**src/sv/tilt_orientation_rotator_unit_defines.svh**
```systemverilog
`ifndef TILT_ORIENTATION_ROTATOR_UNIT_DEFINES_SVH
`define TILT_ORIENTATION_ROTATOR_UNIT_DEFINES_SVH

// same-cycle implication, disabled while reset is asserted
`define TOR_ASSERT_SAME(label, clk, rst_n, ante, cons) \
	label: assert property (@(posedge clk) disable iff (!rst_n) (ante) |-> (cons)) \
		else $error("tor: assertion failed");

// next-cycle implication, disabled while reset is asserted
`define TOR_ASSERT_NEXT(label, clk, rst_n, ante, cons) \
	label: assert property (@(posedge clk) disable iff (!rst_n) (ante) |=> (cons)) \
		else $error("tor: assertion failed");

`endif

```
**src/sv/tor_pkg.sv**
```systemverilog
`timescale 1ns / 1ps

package tor_pkg;

	localparam logic [1:0] REG_Z_CEILING  = 2'd0;
	localparam logic [1:0] REG_MIN_ENERGY = 2'd1;
	localparam logic [1:0] REG_DOM_RATIO  = 2'd2;
	localparam logic [1:0] REG_UNUSED     = 2'd3;

	localparam logic [7:0] DOM_RATIO_RESET = 8'd32;

	localparam logic [2:0] POSE_NORMAL = 3'd0;
	localparam logic [2:0] POSE_D90    = 3'd1;
	localparam logic [2:0] POSE_D180   = 3'd2;
	localparam logic [2:0] POSE_D270   = 3'd3;
	localparam logic [2:0] POSE_KEEP   = 3'd4;

	localparam logic [0:0] REQ_SAMPLE = 1'b0;
	localparam logic [0:0] REQ_SWITCH = 1'b1;

	localparam logic [1:0] ROT_0 = 2'd0;
	localparam logic [1:0] ROT_1 = 2'd1;
	localparam logic [1:0] ROT_2 = 2'd2;
	localparam logic [1:0] ROT_3 = 2'd3;

	typedef struct packed {
		logic signed [15:0] z_ceiling;
		logic [31:0]        min_energy;
		logic [7:0]         dom_ratio;
	} cfg_t;

	typedef struct packed {
		logic        req_type;
		logic        switch_level;
		logic        z_upright;
		logic        x_pos;
		logic        y_pos;
		logic [15:0] ax;
		logic [15:0] ay;
		logic [30:0] sq_x;
		logic [30:0] sq_y;
		logic [23:0] ax_r;
		logic [23:0] ay_r;
	} prod_t;

	typedef struct packed {
		logic       valid;
		logic [1:0] rot;
		logic [1:0] note;
	} cmd_t;

	function automatic cmd_t pose_cmd(input logic [2:0] cls);
		cmd_t c;
		c = '0;
		unique case (cls)
			POSE_NORMAL: c = '{valid: 1'b1, rot: ROT_2, note: ROT_2};
			POSE_D90:    c = '{valid: 1'b1, rot: ROT_1, note: ROT_3};
			POSE_D180:   c = '{valid: 1'b1, rot: ROT_0, note: ROT_0};
			POSE_D270:   c = '{valid: 1'b1, rot: ROT_3, note: ROT_1};
			default:     c = '0;
		endcase
		return c;
	endfunction

endpackage

```
**src/sv/tor_product_stage.sv**
```systemverilog
`timescale 1ns / 1ps

module tor_product_stage (
	input  logic                clk,
	input  logic                arst_n,
	input  tor_pkg::cfg_t       cfg,
	input  logic                in_valid,
	output logic                in_stall,
	input  logic                req_type,
	input  logic signed [15:0]  accel_x,
	input  logic signed [15:0]  accel_y,
	input  logic signed [15:0]  accel_z,
	input  logic                switch_level,
	output logic                prod_valid,
	input  logic                prod_ready,
	output tor_pkg::prod_t      prod
);
	import tor_pkg::*;

	logic               valid_s1;
	logic               req_type_s1;
	logic               switch_level_s1;
	logic signed [15:0] x_s1;
	logic signed [15:0] y_s1;
	logic signed [15:0] z_s1;
	logic               valid_s2;
	prod_t              prod_s2;
	logic               s1_ready;
	logic               s2_ready;
	logic [15:0]        ax;
	logic [15:0]        ay;
	prod_t              prod_next;

	assign s2_ready = !valid_s2 || prod_ready;
	assign s1_ready = !valid_s1 || s2_ready;
	assign in_stall = !s1_ready;

	assign ax = x_s1[15] ? 16'(~x_s1 + 16'sd1) : 16'(x_s1);
	assign ay = y_s1[15] ? 16'(~y_s1 + 16'sd1) : 16'(y_s1);

	always_comb begin
		prod_next.req_type     = req_type_s1;
		prod_next.switch_level = switch_level_s1;
		prod_next.z_upright    = z_s1 <= cfg.z_ceiling;
		prod_next.x_pos        = !x_s1[15] && (x_s1 != 16'sd0);
		prod_next.y_pos        = !y_s1[15] && (y_s1 != 16'sd0);
		prod_next.ax           = ax;
		prod_next.ay           = ay;
		prod_next.sq_x         = 31'({16'd0, ax} * {16'd0, ax});
		prod_next.sq_y         = 31'({16'd0, ay} * {16'd0, ay});
		prod_next.ax_r         = {8'd0, ax} * {16'd0, cfg.dom_ratio};
		prod_next.ay_r         = {8'd0, ay} * {16'd0, cfg.dom_ratio};
	end

	always_ff @(posedge clk or negedge arst_n) begin
		if (!arst_n) begin
			valid_s1 <= 1'b0;
			valid_s2 <= 1'b0;
		end else begin
			if (s1_ready) begin
				valid_s1 <= in_valid;
			end
			if (s2_ready) begin
				valid_s2 <= valid_s1;
			end
		end
	end

	always_ff @(posedge clk) begin
		if (s1_ready && in_valid) begin
			req_type_s1     <= req_type;
			switch_level_s1 <= switch_level;
			x_s1            <= accel_x;
			y_s1            <= accel_y;
			z_s1            <= accel_z;
		end
		if (s2_ready && valid_s1) begin
			prod_s2 <= prod_next;
		end
	end

	assign prod_valid = valid_s2;
	assign prod       = prod_s2;

endmodule

```
**src/sv/tor_decide_stage.sv**
```systemverilog
`timescale 1ns / 1ps
`include "tilt_orientation_rotator_unit_defines.svh"

module tor_decide_stage (
	input  logic           clk,
	input  logic           arst_n,
	input  tor_pkg::cfg_t  cfg,
	input  logic           prod_valid,
	output logic           prod_ready,
	input  tor_pkg::prod_t prod,
	output logic           out_valid,
	input  logic           out_stall,
	output logic [2:0]     pose_class,
	output logic           rotate_valid,
	output logic [1:0]     screen_rotation,
	output logic [1:0]     notify_pose,
	output logic           in_tablet_mode
);
	import tor_pkg::*;

	logic        out_valid_q;
	logic [2:0]  pose_class_q;
	logic        rotate_valid_q;
	logic [1:0]  screen_rotation_q;
	logic [1:0]  notify_pose_q;
	logic        in_tablet_q;
	logic [2:0]  last_pose_q;
	logic        tablet_q;

	logic        out_load;
	logic [31:0] energy;
	logic        upright;
	logic        x_dom;
	logic        y_dom;
	logic [2:0]  cls;
	logic [2:0]  res_cls;
	cmd_t        cmd;
	logic        tablet_next;
	logic [2:0]  last_pose_next;

	assign prod_ready = !out_valid_q || !out_stall;
	assign out_load   = prod_valid && prod_ready;

	assign energy  = {1'b0, prod.sq_x} + {1'b0, prod.sq_y};
	assign upright = prod.z_upright && (energy >= cfg.min_energy);
	assign x_dom   = {4'd0, prod.ax, 4'd0} >= prod.ay_r;
	assign y_dom   = {4'd0, prod.ay, 4'd0} >= prod.ax_r;

	always_comb begin
		cls = POSE_KEEP;
		if (upright) begin
			priority if (x_dom) begin
				cls = prod.x_pos ? POSE_D90 : POSE_D270;
			end else if (y_dom) begin
				cls = prod.y_pos ? POSE_NORMAL : POSE_D180;
			end else begin
				cls = POSE_KEEP;
			end
		end
	end

	always_comb begin
		res_cls        = POSE_KEEP;
		cmd            = '0;
		tablet_next    = tablet_q;
		last_pose_next = last_pose_q;
		if (prod.req_type == REQ_SAMPLE) begin
			res_cls = cls;
			if (tablet_q && (cls != last_pose_q)) begin
				last_pose_next = cls;
				cmd            = pose_cmd(cls);
			end
		end else begin
			if (prod.switch_level && tablet_q) begin
				tablet_next = 1'b0;
				cmd         = '{valid: 1'b1, rot: ROT_0, note: ROT_0};
			end else if (!prod.switch_level && !tablet_q) begin
				tablet_next = 1'b1;
				cmd         = '{valid: 1'b1, rot: ROT_2, note: ROT_2};
			end
		end
	end

	always_ff @(posedge clk or negedge arst_n) begin
		if (!arst_n) begin
			out_valid_q <= 1'b0;
			last_pose_q <= POSE_NORMAL;
			tablet_q    <= 1'b0;
		end else begin
			if (prod_ready) begin
				out_valid_q <= prod_valid;
			end
			if (out_load) begin
				last_pose_q <= last_pose_next;
				tablet_q    <= tablet_next;
			end
		end
	end

	always_ff @(posedge clk) begin
		if (out_load) begin
			pose_class_q      <= res_cls;
			rotate_valid_q    <= cmd.valid;
			screen_rotation_q <= cmd.rot;
			notify_pose_q     <= cmd.note;
			in_tablet_q       <= tablet_next;
		end
	end

	assign out_valid       = out_valid_q;
	assign pose_class      = pose_class_q;
	assign rotate_valid    = rotate_valid_q;
	assign screen_rotation = screen_rotation_q;
	assign notify_pose     = notify_pose_q;
	assign in_tablet_mode  = in_tablet_q;

	`TOR_ASSERT_NEXT(a_switch_keeps_pose, clk, arst_n, out_load && prod.req_type, $stable(last_pose_q))
	`TOR_ASSERT_NEXT(a_mode_only_on_switch, clk, arst_n, !(out_load && prod.req_type), $stable(tablet_q))
	`TOR_ASSERT_NEXT(a_new_pose_stored, clk, arst_n, out_load && !prod.req_type && tablet_q && (cls != last_pose_q), last_pose_q == $past(cls))
	`TOR_ASSERT_SAME(a_idle_cmd_zero, clk, arst_n, out_valid_q && !rotate_valid_q, (screen_rotation_q == ROT_0) && (notify_pose_q == ROT_0))

endmodule

```
**src/sv/tilt_orientation_rotator_unit.sv**
```systemverilog
`timescale 1ns / 1ps

// Tilt orientation rotator.
// Input channel (in_valid / in_stall) carries one transaction per item: either an
// accelerometer sample (req_type 0, accel_x/y/z) or a lid switch reading
// (req_type 1, switch_level). Output channel (out_valid / out_stall) returns
// exactly one result transaction per input transaction, in order.
// Each accepted transaction passes through the input register, the product
// register and the result register. Throughput is one transaction per cycle
// while out_stall stays low; the squares and ratio products are one registered
// stage, the compares and the pose/mode state update are the next.
// When the receiver stalls, the result register holds; upstream stages keep
// accepting until they fill, then in_stall rises.
// Configuration: cfg_wr_en with cfg_index 0 z_ceiling, 1 min_planar_energy,
// 2 dominance_ratio (4 fraction bits); index 3 is ignored. Write only while idle.
// Reset (arst_n low) empties the pipeline, restores register defaults
// (ratio 2.0), clamshell mode and normal pose.
module tilt_orientation_rotator_unit (
	input  logic               clk,
	input  logic               arst_n,
	input  logic               cfg_wr_en,
	input  logic [1:0]         cfg_index,
	input  logic [31:0]        cfg_wdata,
	input  logic               in_valid,
	output logic               in_stall,
	input  logic               req_type,
	input  logic signed [15:0] accel_x,
	input  logic signed [15:0] accel_y,
	input  logic signed [15:0] accel_z,
	input  logic               switch_level,
	output logic               out_valid,
	input  logic               out_stall,
	output logic [2:0]         pose_class,
	output logic               rotate_valid,
	output logic [1:0]         screen_rotation,
	output logic [1:0]         notify_pose,
	output logic               in_tablet_mode
);
	import tor_pkg::*;

	cfg_t  cfg_q;
	logic  prod_valid;
	logic  prod_ready;
	prod_t prod;

	always_ff @(posedge clk or negedge arst_n) begin
		if (!arst_n) begin
			cfg_q.z_ceiling  <= 16'sd0;
			cfg_q.min_energy <= 32'd0;
			cfg_q.dom_ratio  <= DOM_RATIO_RESET;
		end else if (cfg_wr_en) begin
			unique case (cfg_index)
				REG_Z_CEILING:  cfg_q.z_ceiling  <= cfg_wdata[15:0];
				REG_MIN_ENERGY: cfg_q.min_energy <= cfg_wdata;
				REG_DOM_RATIO:  cfg_q.dom_ratio  <= cfg_wdata[7:0];
				REG_UNUSED:     ;
				default:        ;
			endcase
		end
	end

	tor_product_stage u_product (
		.clk          (clk),
		.arst_n       (arst_n),
		.cfg          (cfg_q),
		.in_valid     (in_valid),
		.in_stall     (in_stall),
		.req_type     (req_type),
		.accel_x      (accel_x),
		.accel_y      (accel_y),
		.accel_z      (accel_z),
		.switch_level (switch_level),
		.prod_valid   (prod_valid),
		.prod_ready   (prod_ready),
		.prod         (prod)
	);

	tor_decide_stage u_decide (
		.clk             (clk),
		.arst_n          (arst_n),
		.cfg             (cfg_q),
		.prod_valid      (prod_valid),
		.prod_ready      (prod_ready),
		.prod            (prod),
		.out_valid       (out_valid),
		.out_stall       (out_stall),
		.pose_class      (pose_class),
		.rotate_valid    (rotate_valid),
		.screen_rotation (screen_rotation),
		.notify_pose     (notify_pose),
		.in_tablet_mode  (in_tablet_mode)
	);

endmodule

```
**config.mk**
```make
export PLATFORM = sky130hd
export DESIGN_NAME = tilt_orientation_rotator_unit
export DESIGN_NICKNAME = d
export VERILOG_FILES = /design/src/sv/tor_pkg.sv /design/src/sv/tor_product_stage.sv /design/src/sv/tor_decide_stage.sv /design/src/sv/tilt_orientation_rotator_unit.sv
export VERILOG_INCLUDE_DIRS = /design/src /design/src/sv
export SDC_FILE = /design/constraint.sdc
export NUM_CORES = 2
export LEC_CHECK = 0
export BUFFER_PORTS_ARGS = -buffer_cell sky130_fd_sc_hd__buf_2
export CORE_MARGIN = 1
export CORE_UTILIZATION = 35
export DETAILED_ROUTE_END_ITERATION = 7
export PLACE_DENSITY = 0.47
export SETUP_SLACK_MARGIN = 0.3
export SLEW_MARGIN = 20
export SYNTH_ARGS = -nofsm -noshare
export SYNTH_HDL_FRONTEND = slang
export SYNTH_SLANG_ARGS = --single-unit
```
**constraint.sdc**
```tcl
create_clock -name clk -period 18.53 [get_ports clk]
set_input_delay 2.7795 -clock clk [delete_from_list [all_inputs] [get_ports clk]]
set_output_delay 2.7795 -clock clk [all_outputs]
set_load 0.1 [all_outputs]
```
==> flow_metrics.env <==
export IMPL_drive_above_1_share_pct=7.47
export IMPL_crit_path_end_kind="flip-flop"
export IMPL_synth_area_um2=34100
export IMPL_worst_path_max_delay_cell="edfxtp_1"
export IMPL_clock_skew_final_ns=0.0293
export IMPL_nNetsFinal=4537
export IMPL_wl_per_cell_um=17.7
export IMPL_tritoncts="yes"
export IMPL_r2r_start="u_product.y_s1[0]"
export IMPL_synth_top_area_share_pct=29.1
export IMPL_min_period_over_period_pct=50.4
export IMPL_use_met2_pct=29.9
export IMPL_cts_num_sinks=264
export IMPL_numCtsBuffers=36
export IMPL_yosysWarnings=0
export IMPL_antenna_cells=0
export IMPL_routed_wl_um=85900
export IMPL_rows=114
export IMPL_first_global_vias=24800
export IMPL_ys_flop_type="edfxtp_1"
export IMPL_fillers=9803
export IMPL_grt_util_met3_pct=2.31
export IMPL_cp_start_kind="flip-flop"
export IMPL_antenna_left=0
export IMPL_use_met1_pct=25.0
export IMPL_cp_max_fo=20
export IMPL_reg2regPathDepth=25
export IMPL_gp_congestion=0.839
export IMPL_area_growth_pct=9.78
export IMPL_die_w_um=314
export IMPL_antenna_found_initial=3
export IMPL_first_iter_violations=1184
export IMPL_gr_total_overflow=0
export IMPL_grt_use_total_pct=18.2
export IMPL_drc=0
export IMPL_initial_core_util_pct=35.3
export IMPL_setup_viol=0
export IMPL_cp_common_cell="fa_1"
export IMPL_crit_type="flip-flop to flip-flop"
export IMPL_vias=23100
export IMPL_max_stage_delay_ns=0.79
export IMPL_synthesis_instances=3457
export IMPL_viasPerCell=4.74
export IMPL_drv_cap=0
export IMPL_io_buffers=99
export IMPL_clock_root_buffer="clkbuf_16"
export IMPL_synth_seq_cells=264
export IMPL_status="finished clean"
export IMPL_hpwl_um=69000
export IMPL_grt_start_max_net_pins=67
export IMPL_dr_pass1_iters=5
export IMPL_h_tree_depth=2
export IMPL_synth_top_area_cell="fa_1"
export IMPL_io_pins=100
export IMPL_synth_area_leaders="fa_1 (29%), edfxtp_1 (18%), ha_1 (14%), inv_1 (8.1%), dfrtp_1 (4.5%)"
export IMPL_ctsHoldBuffers=0
export IMPL_hold_path_startpoint="u_product.switch_level_s1"
export IMPL_die_h_um=314
export IMPL_grt_pass1_wl_um=139000
export IMPL_fmax_mhz=107
export IMPL_path_delay_family="adder cells"
export IMPL_cts_resized=0
export IMPL_post_route_min_period_ns=9.34
export IMPL_core_area_um2=96700
export IMPL_worstPathRequired_ns=18.86
export IMPL_regToRegEndpoint="u_product.prod[76]"
export IMPL_syn_avg_cell_area_um2=9.87
export IMPL_clkSlewWorstSetupHoldPaths_ns=0.07
export IMPL_ys_types=79
export IMPL_die_area_um2=98800
export IMPL_seq_area_frac_synth_pct=22.3
export IMPL_rsz0062_at_grt="false"
export IMPL_insertion_delay_ns=0.59
export IMPL_fin_setup_tns_ns=0
export IMPL_grt_busiest_layer="met2"
export IMPL_min_path_cells=0
export IMPL_cp_arrival_ns=9.67
export IMPL_holdPathEnd="u_product.prod[145]"
export IMPL_synth_enable_flop_cells=201
export IMPL_cp_num_buf_inv=5
export IMPL_postCtsSetupBuffers=0
export IMPL_reg2reg_slack_ns=9.19
export IMPL_clock_path_buffers=3
export IMPL_max_slew_worst_pin_slew_ns=1.07
export IMPL_final_max_slew_viol_count=0
export IMPL_hold_violations=0
export IMPL_async_flop_share_pct=23.9
export IMPL_hp_class="flip-flop to flip-flop"
export IMPL_relSlewSlack_pct=28.7
## metal layers
| metal | up-vias | part of all wire, % |
|---|---|---|
| met5 | - | 0 |
| met4 | 0 | 2.7 |
| met3 | 101 | 3.9 |
| met2 | 390 | 46 |
| met1 | 11300 | 47 |
| li1 | 11200 | - |
## flip-flops by register name, indices dropped and copies added, names as in the netlist
name	count
u_decide.last_pose_q	3
u_decide.tablet_q	1
cfg_q	56
u_decide.in_tablet_mode	1
u_product.req_type_s1	1
u_product.y_s1	16
u_product.z_s1	16
u_decide.out_valid	1
u_decide.rotate_valid	1
u_product.prod_valid	1
u_product.valid_s1	1
u_product.switch_level_s1	1
u_decide.pose_class	3
u_product.prod	143
u_product.x_s1	16
u_decide.screen_rotation	1
u_decide.notify_pose	2
## stage by stage
| stage | utilization, % | hold WS [ns] | cell area (um2) | setup slack, ns | cells |
|---|---|---|---|---|---|
| finish | 38.7 | 0.444 | 37500 | 9.19 | 4864 |
| global route | 38.7 | 0.472 | 37500 | 8.62 | 4864 |
| CTS | 38.7 | 0.452 | 37500 | 9.27 | 4864 |
| detailed placement | 37.5 | 0.422 | 36300 | 9.29 | 4800 |
| global placement | 37.5 | 0.407 | 36300 | 9.58 | 4800 |
| floorplan | - | 0.400 | 34200 | 10.62 | 3477 |
## cell usage in the layout (no fill, tap or decap), types with 56 or more instances in the layout
cell type	n
ha_1	390
and2_1	119
a21oi_1	120
o21ai_0	98
nand2_1	355
xnor2_1	103
inv_1	733
a21o_1	56
fa_1	496
dfrtp_1	61
edfxtp_1	201
buf_2	99
nor2_1	184
## worst max-delay path by stage
stage          slack (ns)  cells after the start              start            endpoint
3_3_place_gp         9.58                     25  u_product.y_s1[0]  u_product.prod[76]
5_1_grt              8.62                     25  u_product.y_s1[0]  u_product.prod[76]
2_1_floorplan       10.62                     27  u_product.y_s1[0]  u_product.prod[76]
6_report             9.19                     25  u_product.y_s1[0]  u_product.prod[76]
4_1_cts              9.27                     25  u_product.y_s1[0]  u_product.prod[76]
3_5_place_dp         9.29                     25  u_product.y_s1[0]  u_product.prod[76]
## area by class of cell
class	count	area [um2]	area share [%]
clock inverter	21	250	0.668
inverter	742	2790	7.43
tap	1276	1600	4.26
timing repair buffer	134	758	2.02
clock buffer	43	937	2.50
multi-input combinational	2384	23500	62.8
sequential	264	7610	20.3
## Yosys cell counts (35+ instances only)
master,n
nor2_1,184
inv_1,733
clkbuf_1,78
and2_1,121
o21ai_0,98
dfrtp_1,62
xor2_1,35
mux2_2,43
edfxtp_1,201
ha_1,390
fa_1,496
nand2_1,355
a21oi_1,120
xnor2_1,110
a21o_1,56
## cells by family after synthesis
logic type | share of synthesized area, %
adders and majority gates | 43.4
and+or+nand+nor | 11.6
buffers and inverters | 9.16
AOI/OAI and AO/OA | 8.20
DFF | 22.3
xor gates and xnor gates | 3.86
muxes | 1.45
other | 0.0220
Power is not shown: default switching activity piles up to over one toggle a cycle in this logic, so the estimate is an artifact.
